--- config.mk ---
export PLATFORM = sky130hd
export DESIGN_NAME = payload_crc32_and_byte_sum_check_top_flat
export DESIGN_NICKNAME = d
export VERILOG_FILES = /design/src/hdl/pcsc_pkg.sv /design/src/hdl/pcsc_if.sv /design/src/hdl/payload_crc32_and_byte_sum_check_top.sv /design/src/flat_wrapper.sv
export VERILOG_INCLUDE_DIRS = /design/src /design/src/hdl
export SDC_FILE = /design/constraint.sdc
export NUM_CORES = 1
export LEC_CHECK = 0
export BUFFER_PORTS_ARGS = -buffer_cell sky130_fd_sc_hd__buf_4
export CORE_MARGIN = 10
export CORE_UTILIZATION = 65
export DETAILED_ROUTE_END_ITERATION = 7
export PLACE_DENSITY = 0.89
export SYNTH_ARGS = -nofsm -noshare
export SYNTH_HDL_FRONTEND = slang
export SYNTH_SLANG_ARGS = --single-unit
--- constraint.sdc ---
create_clock -name clk -period 9.3 [get_ports clk]
set_input_delay 1.86 -clock clk [delete_from_list [all_inputs] [get_ports clk]]
set_output_delay 1.86 -clock clk [all_outputs]
set_load 0.02 [all_outputs]
--- src/hdl/assert_macros.svh ---
// Assertion helpers shared by the RTL.
`ifndef ASSERT_MACROS_SVH
`define ASSERT_MACROS_SVH

// Clocked assertion, disabled while reset is asserted.
`define ASSERT_CLK(label, prop, msg) \
    label: assert property (@(posedge clk) disable iff (!rst_n) prop) else $error(msg);

// Clocked assertion that is also checked during reset.
`define ASSERT_CLK_ALWAYS(label, prop, msg) \
    label: assert property (@(posedge clk) prop) else $error(msg);

`endif

--- src/hdl/pcsc_pkg.sv ---
package pcsc_pkg;

    localparam int WORD_W = 32;
    localparam int CRC_W  = 32;
    localparam int SUM_W  = 32;
    localparam int BYTE_W = 8;
    localparam int CFG_W  = 32;

    localparam logic [CRC_W-1:0] CRC_POLY     = 32'hEDB8_8320;
    localparam logic [CRC_W-1:0] CRC_ALL_ONES = 32'hFFFF_FFFF;
    localparam logic [SUM_W-1:0] SUM_ZERO     = '0;

    // configuration register indexes
    localparam logic CFG_EXPECTED_CRC = 1'b0;
    localparam logic CFG_EXPECTED_SUM = 1'b1;

    typedef logic [CRC_W-1:0] crc_t;
    typedef logic [SUM_W-1:0] sum_t;
    typedef logic [WORD_W-1:0] word_t;
    typedef logic [WORD_W-1:0][CRC_W-1:0] crc_cols_t;

    // Column i: contribution of bit i of (crc ^ word) after 32 reflected shifts.
    function automatic crc_cols_t build_crc_cols();
        crc_cols_t cols;
        crc_t      c;
        for (int i = 0; i < WORD_W; i++) begin
            c = crc_t'(1) << i;
            for (int s = 0; s < WORD_W; s++) begin
                c = c[0] ? ((c >> 1) ^ CRC_POLY) : (c >> 1);
            end
            cols[i] = c;
        end
        return cols;
    endfunction

    localparam crc_cols_t CRC_COLS = build_crc_cols();

    // CRC register after four bytes, LSB first; linear, so one XOR network.
    function automatic crc_t crc32_word(crc_t crc, word_t word);
        crc_t  res;
        word_t v;
        res = '0;
        v   = crc ^ word;
        for (int i = 0; i < WORD_W; i++) begin
            if (v[i]) begin
                res = res ^ CRC_COLS[i];
            end
        end
        return res;
    endfunction

    function automatic sum_t byte_sum4(sum_t acc, word_t word);
        sum_t s;
        s = acc;
        for (int k = 0; k < WORD_W / BYTE_W; k++) begin
            s = s + sum_t'(word[k*BYTE_W +: BYTE_W]);
        end
        return s;
    endfunction

endpackage

--- src/hdl/pcsc_if.sv ---
interface pcsc_in_if import pcsc_pkg::*; ();
    logic        valid;
    logic        ready;
    word_t       payload_word;
    logic        last_word;

    modport source (output valid, output payload_word, output last_word, input ready);
    modport sink   (input valid, input payload_word, input last_word, output ready);
endinterface

interface pcsc_out_if import pcsc_pkg::*; ();
    logic        valid;
    logic        ready;
    crc_t        crc_value;
    sum_t        sum_value;
    logic        crc_ok;
    logic        sum_ok;

    modport source (output valid, output crc_value, output sum_value,
                    output crc_ok, output sum_ok, input ready);
    modport sink   (input valid, input crc_value, input sum_value,
                    input crc_ok, input sum_ok, output ready);
endinterface

--- src/hdl/payload_crc32_and_byte_sum_check_top.sv ---
// Payload CRC-32 and byte-sum checker. Takes one 32-bit payload word per
// transfer on in_ch (last_word marks the end of a payload) and folds its four
// bytes, least significant first, into a zlib-style reflected CRC-32 and a
// wrapping 32-bit byte sum. On the last word one result transfer on out_ch
// carries the final CRC (inverted), the sum, and crc_ok / sum_ok against the
// expected_crc (index 0) and expected_sum (index 1) registers; the running
// state then returns to its reset values. Sustained rate is one word per
// clock: the whole 32-bit CRC step is a single XOR network and the sum is one
// four-byte adder, both between the input register and the state/result
// registers. out_ch.valid is driven by the result register, which loads as
// the last word leaves the input register. in_ch.ready drops only while a
// finished result waits on out_ch and the next last word is already queued
// behind it.
`include "assert_macros.svh"

module payload_crc32_and_byte_sum_check_top
    import pcsc_pkg::*;
(
    input  logic             clk,
    input  logic             rst_n,
    input  logic             cfg_wr_en,
    input  logic             cfg_index,
    input  logic [CFG_W-1:0] cfg_data,
    pcsc_in_if.sink          in_ch,
    pcsc_out_if.source       out_ch
);

    // configuration
    crc_t expected_crc_reg;
    sum_t expected_sum_reg;

    // input register
    logic  s1_vld_reg;
    word_t s1_word_reg;
    logic  s1_last_reg;

    // running state
    crc_t crc_reg, crc_next;
    sum_t sum_reg, sum_next;

    // result register
    logic out_vld_reg, out_vld_next;
    crc_t crc_value_reg;
    sum_t sum_value_reg;
    logic crc_ok_reg;
    logic sum_ok_reg;

    logic s1_adv;
    logic in_ready;
    logic in_xfer;
    crc_t crc_final;

    // last word leaving stage 1 into the result register
    logic res_load;
    // last word sitting in stage 1
    logic last_held;
    // running state at its reset values
    logic state_idle;

    always_ff @(posedge clk or negedge rst_n)
    begin
        if (!rst_n)
        begin
            expected_crc_reg <= '0;
            expected_sum_reg <= '0;
        end
        else if (cfg_wr_en)
        begin
            case (cfg_index)
                CFG_EXPECTED_CRC: expected_crc_reg <= crc_t'(cfg_data);
                CFG_EXPECTED_SUM: expected_sum_reg <= sum_t'(cfg_data);
                default: ;
            endcase
        end
    end

    // Stage 1 moves on unless it holds a last word and the result slot is
    // still occupied and not being taken (out_ch.ready low).
    assign s1_adv   = s1_vld_reg && (!s1_last_reg || !out_vld_reg || out_ch.ready);
    assign in_ready = !s1_vld_reg || s1_adv;
    assign in_xfer  = in_ch.valid && in_ready;
    assign in_ch.ready = in_ready;

    assign res_load   = s1_adv && s1_last_reg;
    assign last_held  = s1_vld_reg && s1_last_reg;
    assign state_idle = (crc_reg == CRC_ALL_ONES) && (sum_reg == SUM_ZERO);

    always_ff @(posedge clk or negedge rst_n)
    begin
        if (!rst_n)
        begin
            s1_vld_reg <= 1'b0;
        end
        else if (in_ready)
        begin
            s1_vld_reg <= in_ch.valid;
        end
    end

    always_ff @(posedge clk)
    begin
        if (in_xfer)
        begin
            s1_word_reg <= in_ch.payload_word;
            s1_last_reg <= in_ch.last_word;
        end
    end

    // Combinational word update of both checks.
    always_comb
    begin
        crc_next  = crc32_word(crc_reg, s1_word_reg);
        sum_next  = byte_sum4(sum_reg, s1_word_reg);
        crc_final = crc_next ^ CRC_ALL_ONES;
    end

    always_ff @(posedge clk or negedge rst_n)
    begin
        if (!rst_n)
        begin
            crc_reg <= CRC_ALL_ONES;
            sum_reg <= SUM_ZERO;
        end
        else if (s1_adv)
        begin
            // end of payload restarts the running state
            crc_reg <= s1_last_reg ? CRC_ALL_ONES : crc_next;
            sum_reg <= s1_last_reg ? SUM_ZERO : sum_next;
        end
    end

    always_comb
    begin
        out_vld_next = out_vld_reg && !out_ch.ready;
        if (res_load)
        begin
            out_vld_next = 1'b1;
        end
    end

    always_ff @(posedge clk or negedge rst_n)
    begin
        if (!rst_n)
        begin
            out_vld_reg <= 1'b0;
        end
        else
        begin
            out_vld_reg <= out_vld_next;
        end
    end

    always_ff @(posedge clk)
    begin
        if (res_load)
        begin
            crc_value_reg <= crc_final;
            sum_value_reg <= sum_next;
            crc_ok_reg    <= (crc_final == expected_crc_reg);
            sum_ok_reg    <= (sum_next == expected_sum_reg);
        end
    end

    assign out_ch.valid     = out_vld_reg;
    assign out_ch.crc_value = crc_value_reg;
    assign out_ch.sum_value = sum_value_reg;
    assign out_ch.crc_ok    = crc_ok_reg;
    assign out_ch.sum_ok    = sum_ok_reg;

    // a new result never lands on one that is still waiting
    `ASSERT_CLK(a_no_overwrite, res_load |-> (!out_vld_reg || out_ch.ready), "result overwritten")
    // state is back at reset values right after a payload ends
    `ASSERT_CLK(a_state_restart, res_load |=> state_idle, "running state not cleared")
    // a result appears only after a last word left stage 1
    `ASSERT_CLK(a_result_source, $rose(out_vld_reg) |-> $past(res_load), "result without last word")
    // input stalls only behind a blocked result
    `ASSERT_CLK(a_stall_cause, !in_ready |-> (last_held && out_vld_reg && !out_ch.ready), "input stalled")

endmodule
--- src/flat_wrapper.sv ---
// flat-port wrapper written by rule: the top's interface ports become plain ports
module payload_crc32_and_byte_sum_check_top_flat import pcsc_pkg::*;
  (clk, rst_n, cfg_wr_en, cfg_index, cfg_data, in_ch_valid, in_ch_payload_word, in_ch_last_word, in_ch_ready, out_ch_valid, out_ch_crc_value, out_ch_sum_value, out_ch_crc_ok, out_ch_sum_ok, out_ch_ready);
  pcsc_in_if in_ch_i ();
  pcsc_out_if out_ch_i ();
  input  logic clk;
  input  logic rst_n;
  input  logic cfg_wr_en;
  input  logic cfg_index;
  input  logic [CFG_W-1:0] cfg_data;
  input wire logic [$bits(in_ch_i.valid)-1:0] in_ch_valid;
  input wire logic [$bits(in_ch_i.payload_word)-1:0] in_ch_payload_word;
  input wire logic [$bits(in_ch_i.last_word)-1:0] in_ch_last_word;
  output wire logic [$bits(in_ch_i.ready)-1:0] in_ch_ready;
  output wire logic [$bits(out_ch_i.valid)-1:0] out_ch_valid;
  output wire logic [$bits(out_ch_i.crc_value)-1:0] out_ch_crc_value;
  output wire logic [$bits(out_ch_i.sum_value)-1:0] out_ch_sum_value;
  output wire logic [$bits(out_ch_i.crc_ok)-1:0] out_ch_crc_ok;
  output wire logic [$bits(out_ch_i.sum_ok)-1:0] out_ch_sum_ok;
  input wire logic [$bits(out_ch_i.ready)-1:0] out_ch_ready;
  assign in_ch_i.valid = in_ch_valid;
  assign in_ch_i.payload_word = in_ch_payload_word;
  assign in_ch_i.last_word = in_ch_last_word;
  assign in_ch_ready = in_ch_i.ready;
  assign out_ch_valid = out_ch_i.valid;
  assign out_ch_crc_value = out_ch_i.crc_value;
  assign out_ch_sum_value = out_ch_i.sum_value;
  assign out_ch_crc_ok = out_ch_i.crc_ok;
  assign out_ch_sum_ok = out_ch_i.sum_ok;
  assign out_ch_i.ready = out_ch_ready;
  payload_crc32_and_byte_sum_check_top u_core (.clk(clk), .rst_n(rst_n), .cfg_wr_en(cfg_wr_en), .cfg_index(cfg_index), .cfg_data(cfg_data), .in_ch(in_ch_i), .out_ch(out_ch_i));
endmodule
==> metrics.txt <==
run status completed; Clock Tree Root sky130_fd_sc_hd__clkbuf_16; final worst path period share 61.7%; largest family of logic cells by synthesized area XOR/XNOR gates; type of element capturing the critical path register; met1 layer wirelength in the final routing approximately 17,000 um; share of synthesized area occupied by flip-flops and latches 45.0%; share of layout cells above drive strength 1 26.2%; Layout Area Growth over Synthesis 14.8%; number of remaining DRC errors 0; synthesized instance count 1,133; CP Data Required Time between 9 and 10 ns; mux cell area share after synthesis 5.06%; fraction of the mapped netlist area in adder cells 4.66%; total length of routed wires 39,700 um; Clock Sink Count 229; syn nets 1,242; time the final worst path needs with I/O delays and setup 5.74 ns; critical path launch point type register; core occupancy in the finished layout about three quarters; clock transition time at the flip-flop clock pins of the worst setup and hold paths around 0.06 ns; Hold Crit Class register to register; synth unique cells 66; fin. max-slew vios 0; cts repair resizes 0; average cell area after synthesis 12.3 um^2; count of non-filler cells in the finished layout 1,561; max-cap violation count 0; total vias in the final route 9,582; RSZ-0062 raised after global routing false; total count of hold-check failures in the final report 0; Yosys warning count 0; floorplan row count 53; dominant delay contributor by cell family on the critical path adder cells; wire length of the first global-routing pass 60,000 um; Synth Area in Simple Gates 6.88%; critical-path cell list inv_1 > fa_1 > fa_1 > fa_1 > inv_1 > ha_1 > inv_1 > fa_1 > nand2b_1 > a211oi_1 > o311ai_1 > a21oi_1 > o2111ai_1 > xnor2_1 > o2111ai_1 > or4_1 > nor4_1; Crit path top cell by count sky130_fd_sc_hd__fa_1; global-route usage over all layers between 20% and 30%; slowest stage cell on the critical path sky130_fd_sc_hd__fa_1; detailed placer's ending HPWL 29,900 um; number of antenna cells inserted 0; maximum clock rate around 170 MHz; CTS tree built; x dimension of the die 166 um; number of flops mapped to enable cells by yosys 99; pin count of the biggest net entering global routing 76; wire per inst 25.4 um; first-iteration detailed-routing DRC count 1,067; placed insts between 1,500 and 2,000; H-tree depth 1; XOR/XNOR Fraction of Synth Area 27.7%; area fraction in compound gates after synthesis between 7 and 8%; die extent in y 166 um; post-placement setup slack 3.71 ns; count of hold buffers inserted by post-cts repair 0; max incr delay on CP 0.54 ns; RePlAce Congestion 1.00; highest fanout seen on the critical path 6; share of synthesized flip-flops with an asynchronous set or reset about 57%; die area about 28,000 um^2; Slew @ Worst Pin between 1 and 1.5 ns; # port buffers 138; via count of the first global-routing pass 9,774; Antenna Nets Post-Route 0; routed wl met2 17,900 um; Setup Viol. Count Final 0; Final nets 1,377; most frequently used flop master after synthesis sky130_fd_sc_hd__edfxtp_1; netlist area before placement 13,900 um^2; first-pass iteration count of the detailed router 6; Slew HR 31.4%; number of buffers added by the clock tree synthesis step 24; core area 21,000 um^2; number of antenna violations at the first check in global routing 0; highest layer used for signal routing met4; Setup Fix Bufs, Post-CTS 0; setup TNS 0 ns; Clock Tree Buf Depth 3; combined buffer and inverter count along the critical path 3; category of the critical setup timing path register to register; Worst EP arrival 6.06 ns; number of I/O pins 139; post-detailed-route via-to-cell ratio 6.14; global route overflow 0; latest clock arrival within the worst-skew pair between 0.5 and 0.6 ns; final setup margin 3.56 ns; synthesized flop and latch total 229; Final Skew 0.0176 ns; fillcell total roughly 1,300; met3 wire length 3730 um; initial standard-cell utilization of the core 66.2%
area by class of cell:
cell class | instances | area [um^2] | share of cell area, %
multi-input cells | 787 | 7220 | 45.2
flip-flops and latches | 229 | 6270 | 39.2
repair buffers | 146 | 1100 | 6.87
clock buffers | 35 | 672 | 4.21
well taps | 275 | 344 | 2.16
inverters | 80 | 300 | 1.88
clock inverters | 9 | 68.8 | 0.431
cell families (layout without fill, tap and decap cells):
family,after synthesis,after routing
XOR/XNOR,317,317
flip-flops,229,229
AND/OR/NAND/NOR,204,204
AO/OA/AOI/OAI,165,165
buffers and inverters,117,270
multiplexers,63,63
adder cells (fa/ha/maj),38,38
placed cells by master (no fill, tap or decap), types with 8 or more instances in the layout:
cell                          n
sky130_fd_sc_hd__xnor2_1    166
sky130_fd_sc_hd__xnor2_4     13
sky130_fd_sc_hd__xor2_1      60
sky130_fd_sc_hd__xnor3_1     28
sky130_fd_sc_hd__ha_1        15
sky130_fd_sc_hd__dfstp_2     32
sky130_fd_sc_hd__nand2b_1     8
sky130_fd_sc_hd__xnor2_2     33
sky130_fd_sc_hd__edfxtp_1    99
sky130_fd_sc_hd__xor2_2       8
sky130_fd_sc_hd__o21ai_0     50
sky130_fd_sc_hd__fa_1        23
sky130_fd_sc_hd__dfrtp_1     98
sky130_fd_sc_hd__clkbuf_16   24
sky130_fd_sc_hd__a21oi_1     51
sky130_fd_sc_hd__nand3_1     18
sky130_fd_sc_hd__mux2_2      59
sky130_fd_sc_hd__inv_1       79
sky130_fd_sc_hd__nor2_1      55
sky130_fd_sc_hd__nor3_1      12
sky130_fd_sc_hd__clkbuf_1     8
sky130_fd_sc_hd__nand2_1     66
sky130_fd_sc_hd__a22o_1       8
sky130_fd_sc_hd__o2111ai_1    8
sky130_fd_sc_hd__buf_4      146
final timing paths:
check / from / endpoint / slack (ns) / cells past startpoint
worst min register to register: u_core.crc_reg[15] / u_core.crc_reg[15] / 0.52 / 2
worst min-delay path: u_core.crc_reg[15] / u_core.crc_reg[15] / 0.52 / 2
worst max-delay path: u_core.s1_word_reg[1] / u_core.out_ch.sum_ok / 3.56 / 17
min in group asynchronous: rst_n / u_core.expected_sum_reg[16] / 1.48 / 1
max in group asynchronous: rst_n / u_core.sum_reg[27] / 6.49 / 2
worst max register to register: u_core.s1_word_reg[1] / u_core.out_ch.sum_ok / 3.56 / 17
per-stage QoR:
step                      instance area, um^2  hold WS (ns)
after global routing                    16000         0.537
after floorplan                         13900         0.480
after CTS                               16000         0.525
after global placement                  15200         0.495
final                                   16000         0.523
after detailed placement                15200         0.506
synthesized netlist by cell type (all sizes together), types with 3 or more instances:
| library cell | number | area share, % |
|---|---|---|
| dfrtp | 98 | 18 |
| mux2i | 4 | 0.29 |
| xnor3 | 29 | 4.7 |
| xor2 | 69 | 4.9 |
| a31oi | 7 | 0.31 |
| edfxtp | 99 | 21 |
| nor2b | 5 | 0.22 |
| nand4 | 5 | 0.22 |
| mux2 | 59 | 4.8 |
| nand3b | 4 | 0.22 |
| ha | 15 | 1.3 |
| xor3 | 7 | 1.2 |
| a22o | 8 | 0.50 |
| nor4 | 6 | 0.31 |
| nand3 | 18 | 0.65 |
| xnor2 | 212 | 17 |
| and3 | 6 | 0.27 |
| or3 | 4 | 0.18 |
| o21ai | 50 | 1.8 |
| o31ai | 4 | 0.22 |
| buf | 9 | 0.30 |
| clkbuf | 28 | 0.76 |
| o2111ai | 8 | 0.50 |
| fa | 23 | 3.3 |
| inv | 79 | 2.1 |
| nor3 | 12 | 0.43 |
| nor2 | 57 | 1.5 |
| nor3b | 5 | 0.27 |
| a21oi | 51 | 1.8 |
| and2 | 3 | 0.13 |
| dfstp | 32 | 6.0 |
| a21o | 7 | 0.38 |
| nand2 | 66 | 1.8 |
| nand2b | 8 | 0.36 |
| a211oi | 7 | 0.41 |
routing by layer:
layer | global-route usage [%] | up-vias
met2 | 42.3 | 547
li1 | - | 4149
met3 | 5.63 | 85
met4 | 9.70 | 0
met5 | 0 | -
met1 | 39.4 | 4801
worst min-delay path, cell delays in order, from the launching register on:
cell	delay, ns
sky130_fd_sc_hd__dfstp_2	0.38
sky130_fd_sc_hd__nor2_1	0.09
sky130_fd_sc_hd__a21oi_1	0.05
Power is not shown: default switching activity piles up to over one toggle a cycle in this logic, so the estimate is an artifact.
